### src/hdl/bkbc_pkg.sv
package bkbc_pkg;

  localparam int STACK_DEPTH = 64;
  localparam int CNT_W       = $clog2(STACK_DEPTH + 1);
  localparam int ADDR_W      = (STACK_DEPTH > 1) ? $clog2(STACK_DEPTH) : 1;

  typedef enum logic [1:0] {
    KIND_PAREN,
    KIND_BRACKET,
    KIND_BRACE,
    KIND_KEYWORD
  } kind_t;

  localparam logic [7:0] CH_B      = 8'h62;
  localparam logic [7:0] CH_E      = 8'h65;
  localparam logic [7:0] CH_G      = 8'h67;
  localparam logic [7:0] CH_I      = 8'h69;
  localparam logic [7:0] CH_N      = 8'h6e;
  localparam logic [7:0] CH_D      = 8'h64;
  localparam logic [7:0] CH_LBRACE = 8'h7b;
  localparam logic [7:0] CH_RBRACE = 8'h7d;
  localparam logic [7:0] CH_LBRACK = 8'h5b;
  localparam logic [7:0] CH_RBRACK = 8'h5d;
  localparam logic [7:0] CH_LPAREN = 8'h28;
  localparam logic [7:0] CH_RPAREN = 8'h29;
  localparam logic [7:0] CH_SPACE  = 8'h20;
  localparam logic [7:0] CH_TAB    = 8'h09;
  localparam logic [7:0] CH_CR     = 8'h0d;

  typedef struct packed {
    logic  push;
    logic  pop;
    logic  clear;
    kind_t kind;
  } stk_cmd_t;

  typedef struct packed {
    logic  empty;
    logic  one;
    logic  full;
    kind_t top;
  } stk_stat_t;

endpackage

### src/hdl/bkbc_stack.sv
module bkbc_stack (
  input  logic               clk,
  input  logic               rst_n,
  input  bkbc_pkg::stk_cmd_t cmd,
  output bkbc_pkg::stk_stat_t stat
);

  logic [bkbc_pkg::CNT_W-1:0]  count_r, count_nxt;
  bkbc_pkg::kind_t             top_r, top_nxt;
  bkbc_pkg::kind_t             below_r;
  logic [bkbc_pkg::ADDR_W-1:0] rd_addr;
  logic                        full;
  logic                        push_ok;

  bkbc_pkg::kind_t mem [bkbc_pkg::STACK_DEPTH];

  assign full    = (count_r == bkbc_pkg::CNT_W'(bkbc_pkg::STACK_DEPTH));
  assign push_ok = cmd.push && !full;

  always_comb begin
    count_nxt = count_r;
    top_nxt   = top_r;
    if (cmd.clear) begin
      count_nxt = '0;
    end else if (push_ok) begin
      count_nxt = count_r + bkbc_pkg::CNT_W'(1);
    end else if (cmd.pop) begin
      count_nxt = count_r - bkbc_pkg::CNT_W'(1);
    end
    if (push_ok) begin
      top_nxt = cmd.kind;
    end else if (cmd.pop) begin
      top_nxt = below_r;
    end
  end

  // prefetch the entry under the next top; never the address written this cycle, except when a clear comes with a push
  assign rd_addr = bkbc_pkg::ADDR_W'(count_nxt - bkbc_pkg::CNT_W'(2));

  always_ff @(posedge clk) begin
    if (!rst_n) begin
      count_r <= '0;
    end else begin
      count_r <= count_nxt;
    end
  end

  always_ff @(posedge clk) begin
    top_r <= top_nxt;
  end

  always_ff @(posedge clk) begin
    if (push_ok) begin
      mem[count_r[bkbc_pkg::ADDR_W-1:0]] <= cmd.kind;
    end
    below_r <= mem[rd_addr];
  end

  assign stat.empty = (count_r == '0);
  assign stat.one   = (count_r == bkbc_pkg::CNT_W'(1));
  assign stat.full  = full;
  assign stat.top   = top_r;

  a_count_bound: assert property (@(posedge clk) disable iff (!rst_n)
    count_r <= bkbc_pkg::CNT_W'(bkbc_pkg::STACK_DEPTH))
    else $error("stack count beyond depth");

  a_full_push_drop: assert property (@(posedge clk) disable iff (!rst_n)
    cmd.push && full && !cmd.clear |=> $stable(count_r))
    else $error("push on full stack changed count");

  a_pop_nonempty: assert property (@(posedge clk) disable iff (!rst_n)
    cmd.pop |-> !stat.empty)
    else $error("pop on empty stack");

  a_clear_zero: assert property (@(posedge clk) disable iff (!rst_n)
    cmd.clear |=> count_r == '0)
    else $error("clear left entries on stack");

endmodule

### src/hdl/bracket_keyword_balance_checker_unit.sv
// Checks nesting of (), [], {} and begin/end over a byte stream, one item per clock
// cycle. An input item is taken whenever the result register is empty or its result
// is being taken in the same cycle, so a stream flows at one byte per cycle. The
// item marked tlast yields one result in the following cycle: balanced and
// overflowed. The stack sits in a single-port-write, one-read RAM of STACK_DEPTH
// two-bit entries; the top entry is held in a register for the per-byte compare and
// the entry beneath it is prefetched every cycle, which is what allows a pop to
// follow a pop without a bubble. The RAM needs no clearing pass: the entry count
// resets to zero and only entries below it are read.
module bracket_keyword_balance_checker_unit (
  input  logic       clk,
  input  logic       rst_n,
  input  logic       in_tvalid,
  output logic       in_tready,
  input  logic [7:0] in_tdata,   // char_code
  input  logic       in_tlast,   // last_char
  output logic       out_tvalid,
  input  logic       out_tready,
  output logic [7:0] out_tdata   // balanced, overflowed, zero fill
);

  logic                  acc;
  logic                  sep;
  logic                  begin_hit, end_hit;
  logic                  open_hit, close_hit;
  bkbc_pkg::kind_t       kind;
  logic                  push_req, close_req, pop_ok;
  logic                  mis_after, ovf_after, zero_after;
  logic                  mismatch_r, mismatch_nxt;
  logic                  overflow_r, overflow_nxt;
  logic [2:0]            fill_r, fill_nxt;
  logic [7:0]            recent_r [4];
  logic [7:0]            recent_nxt [4];
  logic                  out_valid_r, out_valid_nxt;
  logic [1:0]            out_data_r, out_data_nxt;
  bkbc_pkg::stk_cmd_t    cmd;
  bkbc_pkg::stk_stat_t   stat;

  assign in_tready = out_tready || !out_valid_r;
  assign acc       = in_tvalid && in_tready;

  assign sep = (in_tdata == bkbc_pkg::CH_SPACE) ||
               ((in_tdata >= bkbc_pkg::CH_TAB) && (in_tdata <= bkbc_pkg::CH_CR));

  assign begin_hit = (in_tdata == bkbc_pkg::CH_N) && (fill_r >= 3'd4) &&
                     (recent_r[0] == bkbc_pkg::CH_B) && (recent_r[1] == bkbc_pkg::CH_E) &&
                     (recent_r[2] == bkbc_pkg::CH_G) && (recent_r[3] == bkbc_pkg::CH_I);
  assign end_hit   = (in_tdata == bkbc_pkg::CH_D) && (fill_r >= 3'd2) &&
                     (recent_r[2] == bkbc_pkg::CH_E) && (recent_r[3] == bkbc_pkg::CH_N);

  always_comb begin
    open_hit  = 1'b0;
    close_hit = 1'b0;
    kind      = bkbc_pkg::KIND_KEYWORD;
    case (in_tdata)
      bkbc_pkg::CH_LPAREN: begin
        open_hit = 1'b1;
        kind     = bkbc_pkg::KIND_PAREN;
      end
      bkbc_pkg::CH_LBRACK: begin
        open_hit = 1'b1;
        kind     = bkbc_pkg::KIND_BRACKET;
      end
      bkbc_pkg::CH_LBRACE: begin
        open_hit = 1'b1;
        kind     = bkbc_pkg::KIND_BRACE;
      end
      bkbc_pkg::CH_RPAREN: begin
        close_hit = 1'b1;
        kind      = bkbc_pkg::KIND_PAREN;
      end
      bkbc_pkg::CH_RBRACK: begin
        close_hit = 1'b1;
        kind      = bkbc_pkg::KIND_BRACKET;
      end
      bkbc_pkg::CH_RBRACE: begin
        close_hit = 1'b1;
        kind      = bkbc_pkg::KIND_BRACE;
      end
      default: begin
        open_hit  = begin_hit;
        close_hit = end_hit;
        kind      = bkbc_pkg::KIND_KEYWORD;
      end
    endcase
  end

  assign push_req  = acc && !sep && open_hit;
  assign close_req = acc && !sep && close_hit;
  assign pop_ok    = close_req && !stat.empty && (stat.top == kind);

  assign mis_after  = mismatch_r || (close_req && !pop_ok) || (push_req && stat.full);
  assign ovf_after  = overflow_r || (push_req && stat.full);
  assign zero_after = pop_ok ? stat.one : ((push_req && !stat.full) ? 1'b0 : stat.empty);

  assign cmd.push  = push_req;
  assign cmd.pop   = pop_ok;
  assign cmd.clear = acc && in_tlast;
  assign cmd.kind  = kind;

  always_comb begin
    mismatch_nxt  = mismatch_r;
    overflow_nxt  = overflow_r;
    fill_nxt      = fill_r;
    recent_nxt    = recent_r;
    out_valid_nxt = out_valid_r && !out_tready;
    out_data_nxt  = out_data_r;
    if (acc) begin
      mismatch_nxt = mis_after;
      overflow_nxt = ovf_after;
      if (sep) begin
        fill_nxt = 3'd0;
      end else begin
        recent_nxt[0] = recent_r[1];
        recent_nxt[1] = recent_r[2];
        recent_nxt[2] = recent_r[3];
        recent_nxt[3] = in_tdata;
        if (fill_r != 3'd7) begin
          fill_nxt = fill_r + 3'd1;
        end
      end
      if (in_tlast) begin
        out_valid_nxt = 1'b1;
        out_data_nxt  = {ovf_after, zero_after && !mis_after};
        mismatch_nxt  = 1'b0;
        overflow_nxt  = 1'b0;
        fill_nxt      = 3'd0;
        recent_nxt    = '{default: 8'h00};
      end
    end
  end

  always_ff @(posedge clk) begin
    if (!rst_n) begin
      mismatch_r  <= 1'b0;
      overflow_r  <= 1'b0;
      fill_r      <= 3'd0;
      recent_r    <= '{default: 8'h00};
      out_valid_r <= 1'b0;
    end else begin
      mismatch_r  <= mismatch_nxt;
      overflow_r  <= overflow_nxt;
      fill_r      <= fill_nxt;
      recent_r    <= recent_nxt;
      out_valid_r <= out_valid_nxt;
    end
  end

  always_ff @(posedge clk) begin
    out_data_r <= out_data_nxt;
  end

  bkbc_stack u_stack (
    .clk   (clk),
    .rst_n (rst_n),
    .cmd   (cmd),
    .stat  (stat)
  );

  assign out_tvalid = out_valid_r;
  assign out_tdata  = {6'b000000, out_data_r};

  a_out_hold: assert property (@(posedge clk) disable iff (!rst_n)
    out_valid_r && !out_tready |=> out_valid_r && $stable(out_data_r))
    else $error("pending result lost or changed");

  a_last_clears: assert property (@(posedge clk) disable iff (!rst_n)
    acc && in_tlast |=> !mismatch_r && !overflow_r && fill_r == 3'd0)
    else $error("state not cleared after last item");

  a_ovf_implies_mis: assert property (@(posedge clk) disable iff (!rst_n)
    overflow_r |-> mismatch_r)
    else $error("overflow without error flag");

endmodule

### config.mk
export PLATFORM = sky130hd
export DESIGN_NAME = bracket_keyword_balance_checker_unit
export DESIGN_NICKNAME = d
export VERILOG_FILES = /design/src/hdl/bkbc_pkg.sv /design/src/hdl/bkbc_stack.sv /design/src/hdl/bracket_keyword_balance_checker_unit.sv
export SDC_FILE = /design/constraint.sdc
export NUM_CORES = 1
export LEC_CHECK = 0
export BUFFER_PORTS_ARGS = -buffer_cell sky130_fd_sc_hd__buf_2
export CAP_MARGIN = 0
export CORE_UTILIZATION = 40
export CTS_BUF_LIST = sky130_fd_sc_hd__clkbuf_8
export DETAILED_ROUTE_END_ITERATION = 16
export GPL_ROUTABILITY_DRIVEN = 0
export PLACE_DENSITY = 0.61
export SETUP_SLACK_MARGIN = 0.4
export SLEW_MARGIN = 20
export SYNTH_ARGS = -nofsm -noshare
export SYNTH_HDL_FRONTEND = slang
export SYNTH_SLANG_ARGS = --single-unit
### constraint.sdc
create_clock -name clk -period 6 [get_ports clk]
set_input_delay 0 -clock clk [delete_from_list [all_inputs] [get_ports clk]]
set_output_delay 0 -clock clk [all_outputs]
set_load 0.02 [all_outputs]
# Word-level counts from Yosys, hierarchy flattened
# Memories as Yosys holds them, arrays and structs flattened. A register that Yosys moved wholly into a read port is not among the register bits.
# Cells that the tools add are included.
# op_classes
add_sub_neg	4
magnitude_cmp	4
n_eq_ne	20
n_mux	21
n_reduce_logical	44
# op_table
operator	n
equality test 8 x 7 -> 1 bit (second input constant)	12
two-way mux 32 bit	2
equality test 8 x 6 -> 1 bit (second input constant)	3
logical AND 1 bit	21
two-way mux 7 bit	3
two-way mux 3 bit	3
>= comparator 8 x 4 -> 1 bit (second input constant)	1
<= comparator 8 x 4 -> 1 bit (second input constant)	1
two-way mux 1 bit	8
adder 7 x 1 -> 7 bit (second input constant)	1
equality test 7 x 1 -> 1 bit (second input constant)	1
equality test 7 bit (second input constant)	1
logical NOT 1 bit	7
logical NOT 7 bit	1
subtractor 7 x 1 -> 7 bit (second input constant)	1
case mux 2 bit (3 select lines)	1
AND reduction 2 bit	3
OR reduction 2 bit	3
OR reduction 3 bit	2
subtractor 6 x 2 -> 6 bit (second input constant)	1
logical OR 1 bit	5
two-way mux 2 bit	2
case mux 1 bit (2 select lines)	2
adder 3 x 1 -> 3 bit (second input constant)	1
7 further kinds	7
# word_totals
reg_bits	49
ram_bits	128
output_inout_bits	10
elab_cells	105
n_memories	1
# memory_table
name	depth	width	rd	rd_clocked_by_memory_dff	wr	line	rtl
u_stack.mem	64	2	1	1	1	bkbc_stack.sv:15	bkbc_pkg::kind_t mem [bkbc_pkg::STACK_DEPTH];

# Longest topological paths before layout
# depth
depth_word	14
ltp_mapped	20
ltp_nobuf	17

# Hierarchy
# From an unflattened synthesis, not the netlist that was laid out.
# hier_totals
cells_unflattened	730
area_unflattened_um2	8311.7
# modules_own_cells
mod	instances	cells_per_inst	area_each_um2	seq_area_each_um2
bkbc_stack	1	528	6336.1	4083.9
bracket_keyword_balance_checker_unit	1	202	1975.6	820.8

# Worst setup path after synthesis
# OpenSTA, ideal clock, no wires.
# synth_path
path_type	reg-to-reg
startpoint	register recent_r[9] in the netlist's numbering
endpoint	register u_stack.below_r[0], read port of u_stack.mem
setup_time_ns	0.121
arrival_ns	4.075
required_ns	5.879
slack_ns	1.804
stages_incl_launch_ff	16
path_buffers	2
period_less_slack_ns	4.196
path_cell_list	dfxtp_1 > or4b_2 > nor4b_1 > a31o_2 > and3_1 > buf_4 > a221oi_1 > a311oi_2 > inv_2 > clkbuf_1 > ha_1 > xnor2_2 > mux4_1 > o22ai_1 > o32ai_1 > mux2_2
# synth_via
elab_chain_cells	11
word_cells_on_any_way	17
cone_classes	1 x add/sub; 2 x eq/ne; 5 x mux; 9 x reduce/logical
# synth_lines
element	line	rtl
start, declared	bracket_keyword_balance_checker_unit.sv:32	logic [7:0] recent_r [4];
start signal, assigned	bracket_keyword_balance_checker_unit.sv:144	recent_r <= recent_nxt;
equality test 8 x 7 -> 1 bit	bracket_keyword_balance_checker_unit.sv:49	(recent_r[2] == bkbc_pkg::CH_E) && (recent_r[3] == bkbc_pkg::CH_N);
logical AND 1 bit	bracket_keyword_balance_checker_unit.sv:48	assign end_hit = (in_tdata == bkbc_pkg::CH_D) && (fill_r >= 3'd2) &&
logical AND 1 bit	bracket_keyword_balance_checker_unit.sv:49	
case mux 1 bit (2 select lines)	bracket_keyword_balance_checker_unit.sv:55	case (in_tdata)
logical AND 1 bit	bracket_keyword_balance_checker_unit.sv:89	assign close_req = acc && !sep && close_hit;
logical AND 1 bit (2 in series)	bracket_keyword_balance_checker_unit.sv:90	assign pop_ok = close_req && !stat.empty && (stat.top == kind);
two-way mux 7 bit	bkbc_stack.sv:27	end else if (cmd.pop) begin
two-way mux 7 bit *	bkbc_stack.sv:25	end else if (push_ok) begin
two-way mux 7 bit *	bkbc_stack.sv:23	if (cmd.clear) begin
subtractor 6 x 2 -> 6 bit *	bkbc_stack.sv:38	assign rd_addr = bkbc_pkg::ADDR_W'(count_nxt - bkbc_pkg::CNT_W'(2));
end, declared	bkbc_stack.sv:10	bkbc_pkg::kind_t below_r;
# Every way passes the cells marked *; elsewhere a longest branch is shown, timed or not.
# A chain may end at the register's enable or synchronous reset.

# Worst setup path in the final report
# layout_path
startpoint	register u_stack.count_r[0] in the netlist's numbering
endpoint	register u_stack.below_r[0], read port of u_stack.mem
# layout_via
elab_chain_cells	8
word_cells_on_any_way	13
cone_classes	3 x add/sub; 1 x eq/ne; 3 x mux; 6 x reduce/logical
# layout_lines
element	line	rtl
start, declared	bkbc_stack.sv:8	logic [bkbc_pkg::CNT_W-1:0] count_r, count_nxt;
start signal, assigned	bkbc_stack.sv:44	count_r <= count_nxt;
parallel branches: the longest is 5 deep, another holds subtractor 7 x 1 -> 7 bit	-	
two-way mux 7 bit *	bkbc_stack.sv:25	
two-way mux 7 bit *	bkbc_stack.sv:23	
subtractor 6 x 2 -> 6 bit *	bkbc_stack.sv:38	
# Every way passes the cells marked *.

==> summary.json <==
{
  "timing": {
    "unrepaired_setup_endpoints_after_global_routing": "no",
    "finalCriticalPeriod_ps": 5170,
    "final_report_setup_violation_count": 0,
    "clock_skew_ps": 21.7,
    "worst-slew-pin-transition_ps": 957,
    "hold-worst-slack_ps": 375,
    "finalHoldViolCount": 0,
    "slew_viol_final": 0,
    "share_of_the_cycle_needed_by_the_critical_path_after_routing": 0.861,
    "finalSetupTns_ps": 0,
    "fmax_mhz": 194,
    "worst_slew_margin": 0.355
  },
  "logic_synthesis": {
    "synth_xor_xnor_area_share": 0.0102,
    "synth_edf_count": 132,
    "netlist-cell-type-count": 77,
    "synth_compound_gate_area_share": 0.119,
    "syn_inst": 685,
    "synth-seq-cells": 179,
    "postSynth.topFlopCell": "edfxtp_1",
    "avgSynthCellArea_um2": 12.1,
    "synth_top_family_by_area": "simple AND/OR/NAND/NOR gates",
    "synth_fa_ha_area_frac": 0.0105,
    "synth_simple_gate_area_share": 0.152,
    "synth_area_um2": 8310,
    "seq_area_frac_synth": 0.590,
    "async_flop_share": 0,
    "ys_warn_count": 0,
    "mux_share_of_post_synthesis_cell_area": 0.0801
  },
  "cells_and_area": {
    "most-common-layout-cells": "edfxtp_1 (132), nor2_1 (123), dfxtp_1 (46)",
    "finish.net_count": 717,
    "layout.cells.most_common": "edfxtp_1",
    "number_of_non_filler_instances_in_the_completed_layout": 979,
    "synthToLayoutAreaGrowth_pct": 9.30,
    "final_design_area_no_fill_um2": 9080,
    "n_antenna_cell": 0,
    "layout_cells_sized_above_1": 0.144
  },
  "placement": {
    "place_inst": 936,
    "port-buffer-count": 16,
    "dp_hpwl_um": 13400,
    "dpl-instance-area_um2": 8570
  },
  "floorplanning": {
    "die_h_um": 146,
    "num_rows": 52,
    "initial_core_util": 0.409,
    "chipWidth_um": 146,
    "die_area_um2": 21400,
    "i_o_pin_count": 23,
    "coreArea_um2": 20300
  },
  "clock_tree": {
    "postCtsSetupBuffers": 0,
    "tritoncts": "built",
    "clk_pin_slew_ps": 100,
    "clock-sinks": 179,
    "clkLatencyLatePin_ps": 470,
    "cts_htree_levels": 4,
    "cts_buffers": 17,
    "cts-root-buf": "clkbuf_8",
    "max-clock-path-buffers": 2
  },
  "min_path": {
    "timing.hold.worst.class": "in -> reg"
  },
  "power": {
    "p_leak_nw": 3.20,
    "fin_total_pwr_mw": 2.22,
    "ir_worst_vdd_uv": 201,
    "power.density_nw_per_um2": 244
  },
  "global_route": {
    "global_route_usage_over_all_layers": 0.193,
    "number_of_global_route_vias_before_repair": 5557,
    "grt_antenna_before_repair": 0,
    "grt_first_pass_wirelength_um": 31300,
    "grt_start_max_net_pins": 66,
    "globalRoute.totalOverflow": 0
  },
  "routing": {
    "post_drt_via_cell_ratio": 5.75,
    "initial_drc_count": 544,
    "dr_total_vias": 5627,
    "avgRoutedWirePerCell_um": 20.4,
    "postRouteAntennaNets": 0,
    "route.detailed.drc": 0,
    "first_pass_iteration_count_of_the_detailed_router": 6,
    "totalWireLength_um": 20000
  },
  "critical_path": {
    "critical_path.max_stage_delay_ps": 550,
    "worst-r2r-setup-slack_ps": 830,
    "worstSetupStartpointType": "flip-flop",
    "slowest_stage": "xor2_1",
    "worst_setup_path_end_kind": "flip-flop",
    "timing.critical_path.cells": "inv_2 -> ha_1 -> and3_1 -> nor4_1 -> o21ai_0 -> a221oi_1 -> a311oi_2 -> buf_4 -> inv_2 -> ha_1 -> xor2_1 -> a2111oi_0 -> a311o_1 -> o32ai_1 -> mux2_2",
    "critPathArrivalTime_ps": 5570,
    "cp_max_fo": 20,
    "cp.required_ps": 6410,
    "critPathKind": "reg -> reg"
  },
  "outcome": {
    "status": "completed"
  },
  "flow_run": {
    "drv_cap": 0
  }
}
## per-layer routing
layer	vias to the layer above	share of wire	GRT usage
met3	35	0.062	0.0472
li1	2631	-	-
met5	-	0	0
met4	0	0.018	0.0625
met2	222	0.49	0.318
met1	2739	0.43	0.250
## final timing paths
path / from / endpoint / depth (start not counted)
max reg2reg: u_stack.count_r[0] / u_stack.below_r[0] / 15
min: rst_n / u_stack.count_r[0] / 3
min reg2reg: recent_r[31] / recent_r[31] / 2
max: u_stack.count_r[0] / u_stack.below_r[0] / 15
## report_power, final
group	internal [mW]	switching [mW]
clock network	0.342	0.469
registers	1.32	0.00413
logic	0.0290	0.0570
total	1.69	0.531
## Yosys cell counts, types with 5 or more instances
| library cell | count | area, um2 |
|---|---|---|
| a211oi_1 | 11 | 82.6 |
| o21ai_0 | 11 | 55.1 |
| nor2_1 | 125 | 469 |
| nand4bb_1 | 5 | 56.3 |
| clkbuf_1 | 21 | 78.8 |
| buf_4 | 11 | 82.6 |
| nand3b_1 | 7 | 52.6 |
| mux2i_1 | 29 | 290 |
| nand2_1 | 29 | 109 |
| a22oi_1 | 35 | 263 |
| inv_1 | 12 | 45.0 |
| nor4_1 | 11 | 68.8 |
| a221oi_1 | 6 | 52.6 |
| o22ai_1 | 5 | 31.3 |
| mux4_2 | 9 | 203 |
| ha_1 | 7 | 87.6 |
| a21oi_1 | 10 | 50.1 |
| dfxtp_1 | 47 | 941 |
| nand4_1 | 7 | 43.8 |
| nand3_1 | 9 | 45.0 |
| edfxtp_1 | 132 | 3960 |
| a2111o_1 | 5 | 56.3 |
| buf_2 | 9 | 45.0 |
| nor3_1 | 15 | 75.1 |
| mux2_2 | 11 | 124 |
## cell families (layout without fill, tap and decap cells)
kind of cell,after synthesis,count (layout)
AOI/OAI and AO/OA,125,125
muxes,51,51
xor gates and xnor gates,8,8
DFF,179,179
and+or+nand+nor,251,251
buffers and inverters,63,82
other,1,6
adders and majority gates,7,7
## through the flow
| step | util | worst slack (ps) |
|---|---|---|
| finish | 0.447 | 834 |
| global route | 0.447 | 614 |
| CTS | 0.447 | 698 |
| detailed placement | 0.422 | 710 |
| global placement | 0.422 | 948 |
| floorplan | - | 1800 |
## cell type report
| type | count | area [um2] |
|---|---|---|
| tap | 270 | 338 |
| sequential | 179 | 4910 |
| inverter | 15 | 56.3 |
| fill | 1857 | 11200 |
| timing repair buffer | 36 | 260 |
| clock buffer | 17 | 234 |
| multi-input combinational | 448 | 3140 |
| clock inverter | 14 | 148 |
## state kept, by name (all words and copies together), names as in the netlist
signal and cells:
u_stack.below_r 2, recent_r 32, fill_r 3, u_stack.top_r 2, mismatch_r 1, overflow_r 1
out_tvalid 1, u_stack.mem 128, out_data_r 2, u_stack.count_r 7
## critical path, delay by kind of cell (launching register included)
| family | cells | cell delay [ps] |
|---|---|---|
| flops | 1 | 540 |
| xor+xnor | 1 | 550 |
| simple gates | 2 | 670 |
| fa+ha+maj | 2 | 610 |
| buf+inv | 3 | 690 |
| compound gates | 6 | 1830 |
| mux | 1 | 210 |
## repair_timing
action                     in CTS  in global routing
hold buffers                   12                  0
gates resized for setup         0                  1
hold endpoints to repair       16                  0
setup endpoints to repair       0                  2
Power figures use the tool's default switching activity.
